--- config.mk ---
export PLATFORM = sky130hd
export DESIGN_NAME = ffha_ctrl
export DESIGN_NICKNAME = d
export VERILOG_FILES = /design/src/hw/rtl/ffha_pkg.sv /design/src/hw/rtl/ffha_ctrl.sv
export SDC_FILE = /design/constraint.sdc
export NUM_CORES = 1
export LEC_CHECK = 0
export ABC_AREA = 1
export BUFFER_PORTS_ARGS = -buffer_cell sky130_fd_sc_hd__buf_2
export CORE_ASPECT_RATIO = 1.1
export CORE_MARGIN = 4
export CORE_UTILIZATION = 45
export DETAILED_ROUTE_END_ITERATION = 10
export GPL_TIMING_DRIVEN = 0
export PLACE_DENSITY_LB_ADDON = 0.1
export SYNTH_ARGS = -nofsm -noshare
export SYNTH_HDL_FRONTEND = slang
export SYNTH_SLANG_ARGS = --single-unit
--- constraint.sdc ---
create_clock -name i_clk -period 1.3 [get_ports i_clk]
set_input_delay 0.065 -clock i_clk [delete_from_list [all_inputs] [get_ports i_clk]]
set_output_delay 0.065 -clock i_clk [all_outputs]
set_load 0.02 [all_outputs]
--- src/hw/rtl/ffha_pkg.sv ---
// Shared types and constants of the first-fit heap allocator.
// Used by ffha_ctrl, ffha_dpath and first_fit_heap_allocator_unit; no dependencies.
`default_nettype none
package ffha_pkg;

    // granule geometry
    localparam int GRANULE_BYTES = 32;
    localparam int GRANULE_SHIFT = 5;
    localparam int NEED_W        = 16;
    localparam int CFG_W         = 13;
    localparam int HANDLE_W      = 17;

    // request modes
    localparam logic [1:0] MODE_ALLOC = 2'd0;
    localparam logic [1:0] MODE_FREE  = 2'd1;
    localparam logic [1:0] MODE_FTAG  = 2'd2;
    localparam logic [1:0] MODE_QUERY = 2'd3;

    // result status codes
    localparam logic [1:0] ST_OK  = 2'd0;
    localparam logic [1:0] ST_OOM = 2'd1;
    localparam logic [1:0] ST_BAD = 2'd2;

    // datapath operations
    localparam logic [4:0] OP_NOP    = 5'd0;
    localparam logic [4:0] OP_LATCH  = 5'd1;
    localparam logic [4:0] OP_CLR    = 5'd2;
    localparam logic [4:0] OP_RD_G   = 5'd3;
    localparam logic [4:0] OP_ADV    = 5'd4;
    localparam logic [4:0] OP_LOAD   = 5'd5;
    localparam logic [4:0] OP_SPLIT  = 5'd6;
    localparam logic [4:0] OP_AWG    = 5'd7;
    localparam logic [4:0] OP_LRD    = 5'd8;
    localparam logic [4:0] OP_LWR    = 5'd9;
    localparam logic [4:0] OP_DRD    = 5'd10;
    localparam logic [4:0] OP_DBAD   = 5'd11;
    localparam logic [4:0] OP_QUERY  = 5'd12;
    localparam logic [4:0] OP_FAIL   = 5'd13;
    localparam logic [4:0] OP_RSTART = 5'd14;
    localparam logic [4:0] OP_BMERGE = 5'd15;
    localparam logic [4:0] OP_RWG    = 5'd16;
    localparam logic [4:0] OP_FRD    = 5'd17;
    localparam logic [4:0] OP_FMERGE = 5'd18;
    localparam logic [4:0] OP_TADV   = 5'd19;
    localparam logic [4:0] OP_DONE   = 5'd20;

    typedef struct packed {
        logic [1:0]  mode;
        logic [19:0] request_bytes;
        logic [31:0] tag;
        logic [16:0] handle;
    } t_req;

    typedef struct packed {
        logic [16:0] new_handle;
        logic [1:0]  status;
        logic [16:0] payload_bytes;
        logic [17:0] used_bytes;
        logic [12:0] used_blocks;
    } t_res;

    typedef struct packed {
        logic [4:0] op;
    } t_cmd;

    typedef struct packed {
        logic       rd_len_zero;
        logic       fit;
        logic       tag_hit;
        logic       adv_end;
        logic       can_split;
        logic       back_ok;
        logic       rd_alloc;
        logic       fwd_in;
        logic       clr_done;
        logic       dec_null;
        logic       dec_ok;
        logic       rd_owned;
        logic [1:0] mode;
    } t_stat;

endpackage
`default_nettype wire

--- src/hw/rtl/ffha_ctrl.sv ---
// Sequencer of the heap allocator: walks, splits, merges and the clearing pass.
// Depends on ffha_pkg; commands ffha_dpath through t_cmd.
`default_nettype none
module ffha_ctrl (
    input  wire              i_clk,
    input  wire              i_rst_n,
    input  wire              start,
    input  wire              i_cfg_we,
    input  ffha_pkg::t_stat  i_stat,
    output ffha_pkg::t_cmd   o_cmd,
    output logic             busy
);
    localparam logic [4:0] S_CLR     = 5'd0;
    localparam logic [4:0] S_IDLE    = 5'd1;
    localparam logic [4:0] S_DISP    = 5'd2;
    localparam logic [4:0] S_A_CHK   = 5'd3;
    localparam logic [4:0] S_A_FOUND = 5'd4;
    localparam logic [4:0] S_A_WGS   = 5'd5;
    localparam logic [4:0] S_LINK_RD = 5'd6;
    localparam logic [4:0] S_LINK_WR = 5'd7;
    localparam logic [4:0] S_T_CHK   = 5'd8;
    localparam logic [4:0] S_T_NEXT  = 5'd9;
    localparam logic [4:0] S_D_CHK   = 5'd10;
    localparam logic [4:0] S_R_START = 5'd11;
    localparam logic [4:0] S_R_BCHK  = 5'd12;
    localparam logic [4:0] S_R_BWR   = 5'd13;
    localparam logic [4:0] S_R_FRD   = 5'd14;
    localparam logic [4:0] S_R_FCHK  = 5'd15;
    localparam logic [4:0] S_R_FWG   = 5'd16;
    localparam logic [4:0] S_R_END   = 5'd17;
    localparam logic [4:0] S_DONE    = 5'd18;

    localparam logic [1:0] RET_DONE = 2'd0;
    localparam logic [1:0] RET_FWD  = 2'd1;
    localparam logic [1:0] RET_REL  = 2'd2;

    logic [4:0] r_state, n_state;
    logic [1:0] r_ret, n_ret;

    // next state and command
    always_comb begin
        n_state  = r_state;
        n_ret    = r_ret;
        o_cmd.op = ffha_pkg::OP_NOP;
        case (r_state)
            S_CLR: begin
                o_cmd.op = ffha_pkg::OP_CLR;
                if (i_stat.clr_done) n_state = S_IDLE;
            end
            S_IDLE: begin
                if (start) begin
                    o_cmd.op = ffha_pkg::OP_LATCH;
                    n_state  = S_DISP;
                end
            end
            S_DISP: begin
                if (i_stat.mode == ffha_pkg::MODE_ALLOC) begin
                    o_cmd.op = ffha_pkg::OP_RD_G;
                    n_state  = S_A_CHK;
                end else if (i_stat.mode == ffha_pkg::MODE_FTAG) begin
                    o_cmd.op = ffha_pkg::OP_RD_G;
                    n_state  = S_T_CHK;
                end else if (i_stat.dec_null) begin
                    n_state = S_DONE;
                end else if (!i_stat.dec_ok) begin
                    o_cmd.op = ffha_pkg::OP_DBAD;
                    n_state  = S_DONE;
                end else begin
                    o_cmd.op = ffha_pkg::OP_DRD;
                    n_state  = S_D_CHK;
                end
            end
            S_D_CHK: begin
                if (!i_stat.rd_owned) begin
                    o_cmd.op = ffha_pkg::OP_DBAD;
                    n_state  = S_DONE;
                end else if (i_stat.mode == ffha_pkg::MODE_QUERY) begin
                    o_cmd.op = ffha_pkg::OP_QUERY;
                    n_state  = S_DONE;
                end else begin
                    o_cmd.op = ffha_pkg::OP_LOAD;
                    n_state  = S_R_START;
                end
            end
            // first-fit walk, one header a cycle
            S_A_CHK: begin
                if (i_stat.rd_len_zero) begin
                    o_cmd.op = ffha_pkg::OP_FAIL;
                    n_state  = S_DONE;
                end else if (i_stat.fit) begin
                    o_cmd.op = ffha_pkg::OP_LOAD;
                    n_state  = S_A_FOUND;
                end else if (i_stat.adv_end) begin
                    o_cmd.op = ffha_pkg::OP_FAIL;
                    n_state  = S_DONE;
                end else begin
                    o_cmd.op = ffha_pkg::OP_ADV;
                end
            end
            S_A_FOUND: begin
                if (i_stat.can_split) begin
                    o_cmd.op = ffha_pkg::OP_SPLIT;
                    n_state  = S_A_WGS;
                end else begin
                    o_cmd.op = ffha_pkg::OP_AWG;
                    n_state  = S_DONE;
                end
            end
            S_A_WGS: begin
                o_cmd.op = ffha_pkg::OP_AWG;
                n_ret    = RET_DONE;
                n_state  = S_LINK_RD;
            end
            // point the following block back at the current one
            S_LINK_RD: begin
                o_cmd.op = ffha_pkg::OP_LRD;
                n_state  = S_LINK_WR;
            end
            S_LINK_WR: begin
                o_cmd.op = ffha_pkg::OP_LWR;
                case (r_ret)
                    RET_FWD: n_state = S_R_FRD;
                    RET_REL: n_state = S_R_END;
                    default: n_state = S_DONE;
                endcase
            end
            // free-by-tag walk
            S_T_CHK: begin
                if (i_stat.rd_len_zero) begin
                    n_state = S_DONE;
                end else if (i_stat.tag_hit) begin
                    o_cmd.op = ffha_pkg::OP_LOAD;
                    n_state  = S_R_START;
                end else if (i_stat.adv_end) begin
                    n_state = S_DONE;
                end else begin
                    o_cmd.op = ffha_pkg::OP_ADV;
                end
            end
            S_T_NEXT: begin
                if (!i_stat.fwd_in) begin
                    n_state = S_DONE;
                end else begin
                    o_cmd.op = ffha_pkg::OP_TADV;
                    n_state  = S_T_CHK;
                end
            end
            // release with merge backward, then forward
            S_R_START: begin
                o_cmd.op = ffha_pkg::OP_RSTART;
                n_state  = i_stat.back_ok ? S_R_BCHK : S_R_FRD;
            end
            S_R_BCHK: begin
                if (!i_stat.rd_alloc) begin
                    o_cmd.op = ffha_pkg::OP_BMERGE;
                    n_state  = S_R_BWR;
                end else begin
                    n_state = S_R_FRD;
                end
            end
            S_R_BWR: begin
                o_cmd.op = ffha_pkg::OP_RWG;
                n_ret    = RET_FWD;
                n_state  = S_LINK_RD;
            end
            S_R_FRD: begin
                if (i_stat.fwd_in) begin
                    o_cmd.op = ffha_pkg::OP_FRD;
                    n_state  = S_R_FCHK;
                end else begin
                    n_state = S_R_END;
                end
            end
            S_R_FCHK: begin
                if (!i_stat.rd_alloc) begin
                    o_cmd.op = ffha_pkg::OP_FMERGE;
                    n_state  = S_R_FWG;
                end else begin
                    n_state = S_R_END;
                end
            end
            S_R_FWG: begin
                o_cmd.op = ffha_pkg::OP_RWG;
                n_ret    = RET_REL;
                n_state  = S_LINK_RD;
            end
            S_R_END: begin
                n_state = (i_stat.mode == ffha_pkg::MODE_FTAG) ? S_T_NEXT : S_DONE;
            end
            S_DONE: begin
                o_cmd.op = ffha_pkg::OP_DONE;
                n_state  = S_IDLE;
            end
            default: begin
                n_state = S_IDLE;
            end
        endcase
        // heap size write forces a new clearing pass
        if (i_cfg_we) n_state = S_CLR;
    end

    always_ff @(posedge i_clk) begin
        if (!i_rst_n) begin
            r_state <= S_CLR;
            r_ret   <= RET_DONE;
        end else begin
            r_state <= n_state;
            r_ret   <= n_ret;
        end
    end

    assign busy = (r_state != S_IDLE);

endmodule
`default_nettype wire

After elaboration in Yosys (flattened, before gate mapping)

Index checks and enable logic that the tools add are counted.

Flip-flop bits (word level): 7
Bits of input ports: 18
Output and inout port bits: 6
Logic and storage cells: 77

Equal/unequal tests: 25
Muxes and demuxes: 42
Bitwise logic cells: 1
Reduce and logical (&&, ||, !) cells: 7

Operators with widths:

| operator           | count |
|---|---|
| $mux 5             | 20 |
| $pmux 5 s17        | 1 |
| $pmux 5 s16        | 1 |
| $eq 5x4->1 const B | 8 |
| $mux 4             | 9 |
| $eq 5x3->1 const B | 4 |
| $eq 5x5->1 const B | 3 |
| $eq 5x2->1 const B | 2 |
| $pmux 5 s2         | 1 |
| $mux 3             | 3 |
| $eq 2x2->1 const B | 3 |
| $pmux 2 s3         | 1 |
| $eq 5x1->1 const B | 1 |
| $logic_not 5->1    | 1 |
| $ne 5x1->1 const B | 1 |
| $mux 1             | 4 |
| $mux 2             | 2 |
| $ne 2x2->1 const B | 2 |
| $reduce_or 2->1    | 2 |
| $reduce_bool 3->1  | 1 |
| $reduce_or 3->1    | 1 |
| $eq 2x1->1 const B | 1 |
| $logic_not 2->1    | 1 |
| $reduce_and 2->1   | 1 |
| $not 1->1          | 1 |

Logic depth before layout (Yosys ltp)

Word-level depth: 5
Gate-level depth with buffers: 12
Mapped depth without buffers: 11

Least setup slack after synthesis

OpenSTA, ideal clock, no wires.

Path kind: reg-to-reg
Start: reg r_state[2]
End: reg r_state[0]
Library setup time: 0.064 ns
Arrival time: 1.283 ns
Required time: 1.236 ns
Slack: -0.047 ns
Cell stages (with the launch flop): 11
Path buffers: 1
Period minus slack after synthesis: 1.347 ns
Cells stage by stage: dfxtp_1 > buf_4 > inv_2 > nand2_4 > nor2_2 > nand2_1 > o21ai_0 > inv_1 > nand2_1 > nor2_1 > nor2_1

Longest elaborated chain between the ends: 3
Elaborated cells between the ends (all ways): 23
Those cells by class: eq/ne (19); mux (1); reduce/logical (3)

Ends and longest elaborated chain:

| item                                                                  | RTL line         | source |
|---|---|---|
| start, declared                                                       | ffha_ctrl.sv:37  | `logic [4:0] r_state, n_state;` |
| start signal, assigned                                                | ffha_ctrl.sv:207 | `r_state <= n_state;` |
| $eq 5x5->1 (tied with other cells)                                    | ffha_ctrl.sv:45  | `case (r_state)` |
| $reduce_or 3->1 (no source line) / $ne 2x2->1 (equally long branches) | --               |  |
| $pmux 5 s16 / $reduce_and 2->1 (equally long branches)                | --               |  |

Parallel ways exist; a longest one is shown, timed or not.
A chain may end at the register's enable or synchronous reset.

==> out/qor.csv <==
stage,metric,value,unit
floorplanning,std_cell_rows,18,
floorplanning,fp.dieH,59.7,um
finish,final_common_cell,nand2_1,
global_routing,grt_util_met1,36.2,%
power,power_density,341,mW/mm^2
status,violations,setup timing,
global_routing,met2_usage,47.5,%
timing,period_share,129,%
clocking,numCtsBuffers,3,
clocking,cts_buffer_depth,2,
floorplanning,start_util,48.0,%
status,status,"complete, but fails checks",
clocking,cts_tree,done,
synth,seq_area_frac_synth,12.8,%
global_routing,grtUsageMet3,4.49,%
finish,final_layout_size_suffix_gt1_share,45.0,%
synth,syn_area,0.00109,mm^2
synth,syn_avg_cell_area,5.01,um^2
critical_path,worst_setup_path_end_kind,output port,
global_routing,grt_util_all_layers,29.6,%
timing,grt_setup_unrepaired,yes,
power,swShare,33.5,%
critical_path,critPathSlowestCell,dfxtp_4,
global_routing,grt_pass1_vias,1517,
power,internal_power,0.414,mW
critical_path,critPathMaxStageDelay,0.43,ns
detailed_routing,drtPass1Iterations,4,
detailed_routing,via_count,1726,
critical_path,crit_start,r_state[3],
min_path,min_path_cells,4,
critical_path,cpLargestDelayFamily,flip-flops,
synth,synthesis.nets,236,
finish,nNetsFinal,297,
synth,synth_top_area_share,20.6,%
timing,fmax,595,MHz
power,vdd_drop_max,0.000529,V
place,placed_cells,271,
detailed_routing,via_per_inst,5.60,
global_routing,grt_overflow_total,0,
synth,synthArstFlopShare,0,%
synth,synth-seq-cells,7,
power,combPwrFrac,32.0,%
place,gp_congestion,0.954,
place,post_dp_cell_area,0.00125,mm^2
timing,hold_ws,0.0476,ns
min_path,worstHoldStart,i_cfg_we,
finish,fin_area,0.00183,mm^2
global_routing,grt_pass1_wl,6860,um
power,seqPwrFrac,35.6,%
critical_path,cp-start-kind,register,
timing,final-hold-violation-count,0,
timing,slew_headroom,80.5,%
power,clockPowerShare,32.3,%
synth,synth_edf_count,0,
global_routing,antenna_found_initial,0,
synth,ys.warnings.count,0,
synth,yosys-top-cells-area,"nand2_1 21%, nor2_1 16%, dfxtp_1 13%",
place,io_buffers,23,
detailed_routing,totalWireLength,4640,um
critical_path,ff2ff_path_depth,11,
timing,fin_worst_skew,0.00175,ns
floorplanning,die-area,0.00328,mm^2
synth,synth-main-ff-cell,dfxtp_1,
global_routing,grt_max_degree,9,
critical_path,worstPathRequired,1.24,ns
power,power.switching,0.209,mW
place,dpl.hpwl,3060,um
synth,netlist.top_cell.by_area,nand2_1,
run,drv_cap,0,
clocking,clk_latency,0.26,ns
finish,diodes,0,
critical_path,cp_cell_sequence,inv_4 -> nand2_1 -> o21ai_1 -> nor3_1 -> o2111ai_1 -> buf_4,
finish,utilization,80.4,%
synth,synthDistinctLibCells,25,
critical_path,path_class,register to output port,
power,leakage,0.945,nW
timing,finalMaxSlewViolations,0,
timing,layout_min_cycle_time,1.68,ns
timing,tightestPinTransition,0.291,ns
critical_path,critPathArrivalTime,1.62,ns
floorplanning,boundaryPins,24,
critical_path,rr_startpoint,r_state[1],
clocking,cts-root-buf,clkbuf_4,
detailed_routing,drc_errors,0,
min_path,min_path_type,input pin to register,
finish,final_cells,308,
critical_path,critPathMaxFanout,5,
detailed_routing,antenna_left,0,
critical_path,r2r_slack,-0.24,ns
global_routing,grt.busiest_layer,met2,
critical_path,worstReg2RegEnd,r_state[0],
finish,area_delta_synth_final,67.4,%
floorplanning,core_area,0.00227,mm^2
synth,syn_inst,218,
detailed_routing,post_drt_wl_per_cell,15.1,um
floorplanning,die_x,55.0,um
clocking,h-tree-depth,1,
timing,fin_ws,-0.380,ns
clocking,clk_pin_slew,0.05,ns
timing,setup_viol,11,
detailed_routing,drt-initial-drc-count,94,
min_path,whs_endpoint,r_state[0],
finish,mostFrequentLayoutCells,"50 x nand2_1, 38 x nor2_1, 32 x buf_4, 24 x inv_1, 17 x buf_2",
clocking,cts_sinks,7,
critical_path,worst-path-buf-inv,2,
place,place_ws,-0.293,ns
how the worst max path moves through the flow:
stage / to / slack [ns] / depth (start not counted)
final: o_cmd[2] / -0.38 / 6
after global routing: o_cmd[2] / -0.42 / 8
after CTS: o_cmd[0] / -0.31 / 10
after detailed placement: o_cmd[2] / -0.29 / 6
after global placement: o_cmd[2] / -0.32 / 6
after floorplan: o_cmd[0] / 0.0001 / 6
worst register-to-register path: stages, from the launching register on:
cell	delay, ns
dfxtp_4	0.38
nor2_4	0.23
nand2_4	0.11
nor2_2	0.11
nand2_2	0.10
buf_4	0.15
buf_6	0.10
nand2_2	0.04
nor2_1	0.04
nand3_1	0.08
nor2_1	0.06
nor2_1	0.07
power groups by stage:
stage / clock network [mW] / registers, mW / logic, mW
finish: 0.201 / 0.222 / 0.200
global route: 0.215 / 0.222 / 0.217
CTS: 0.208 / 0.222 / 0.168
detailed placement: 0 / 0.229 / 0.143
global placement: 0 / 0.229 / 0.142
floorplan: 0 / 0.228 / 0.0869
repair_timing:
item / in CTS / in global routing
pin swaps: 12 / 12
setup endpoints to repair: 13 / 13
setup buffers: 19 / 14
resized for setup: 58 / 34
hold buffers: 0 / 0
cell families (layout without fill, tap and decap cells):
| group | Yosys count | after routing | share of synthesized area, % |
|---|---|---|---|
| AO/OA/AOI/OAI | 21 | 21 | 10.8 |
| buffers and inverters | 37 | 97 | 13.4 |
| flip-flops | 7 | 7 | 12.8 |
| AND/OR/NAND/NOR | 153 | 153 | 63.0 |
metrics by stage:
step | setup TNS (ns) | total power [mW]
2_1_floorplan | 0 | 0.314
3_3_place_gp | -2.64 | 0.371
3_5_place_dp | -2.40 | 0.371
4_1_cts | -2.22 | 0.598
5_1_grt | -3.63 | 0.654
6_report | -2.74 | 0.623
registers in the layout, indices dropped and copies added, names as in the netlist:
signal   count
r_ret        2
r_state      5
routing by layer:
layer  up-vias  wire length (um)  share of wire (%)
li1        817                 -                  -
met1       762              1770                 38
met2       111              2140                 46
met3        36               404                8.7
met4         0               325                7.0
met5         -                 0                  0
cells in the mapped netlist (2+ instances only):
cell      count
a21oi_1       6
dfxtp_1       7
inv_1        28
inv_2         6
nand2_1      60
nand2_2       3
nand3_1      16
nand4_1       7
nor2_1       47
nor2_2        7
nor3_1        6
nor3b_1       2
o211ai_1      3
o21ai_0       8
o21ai_1       2
cell type report:
cell class | instances | area, um^2
multi-input cells | 174 | 1020
fillers | 178 | 447
inverters | 35 | 159
clock buffers | 4 | 26.3
flip-flops and latches | 7 | 154
plain buffers | 2 | 22.5
repair buffers | 56 | 404
well taps | 30 | 37.5
(Power assumes the default switching activity.)
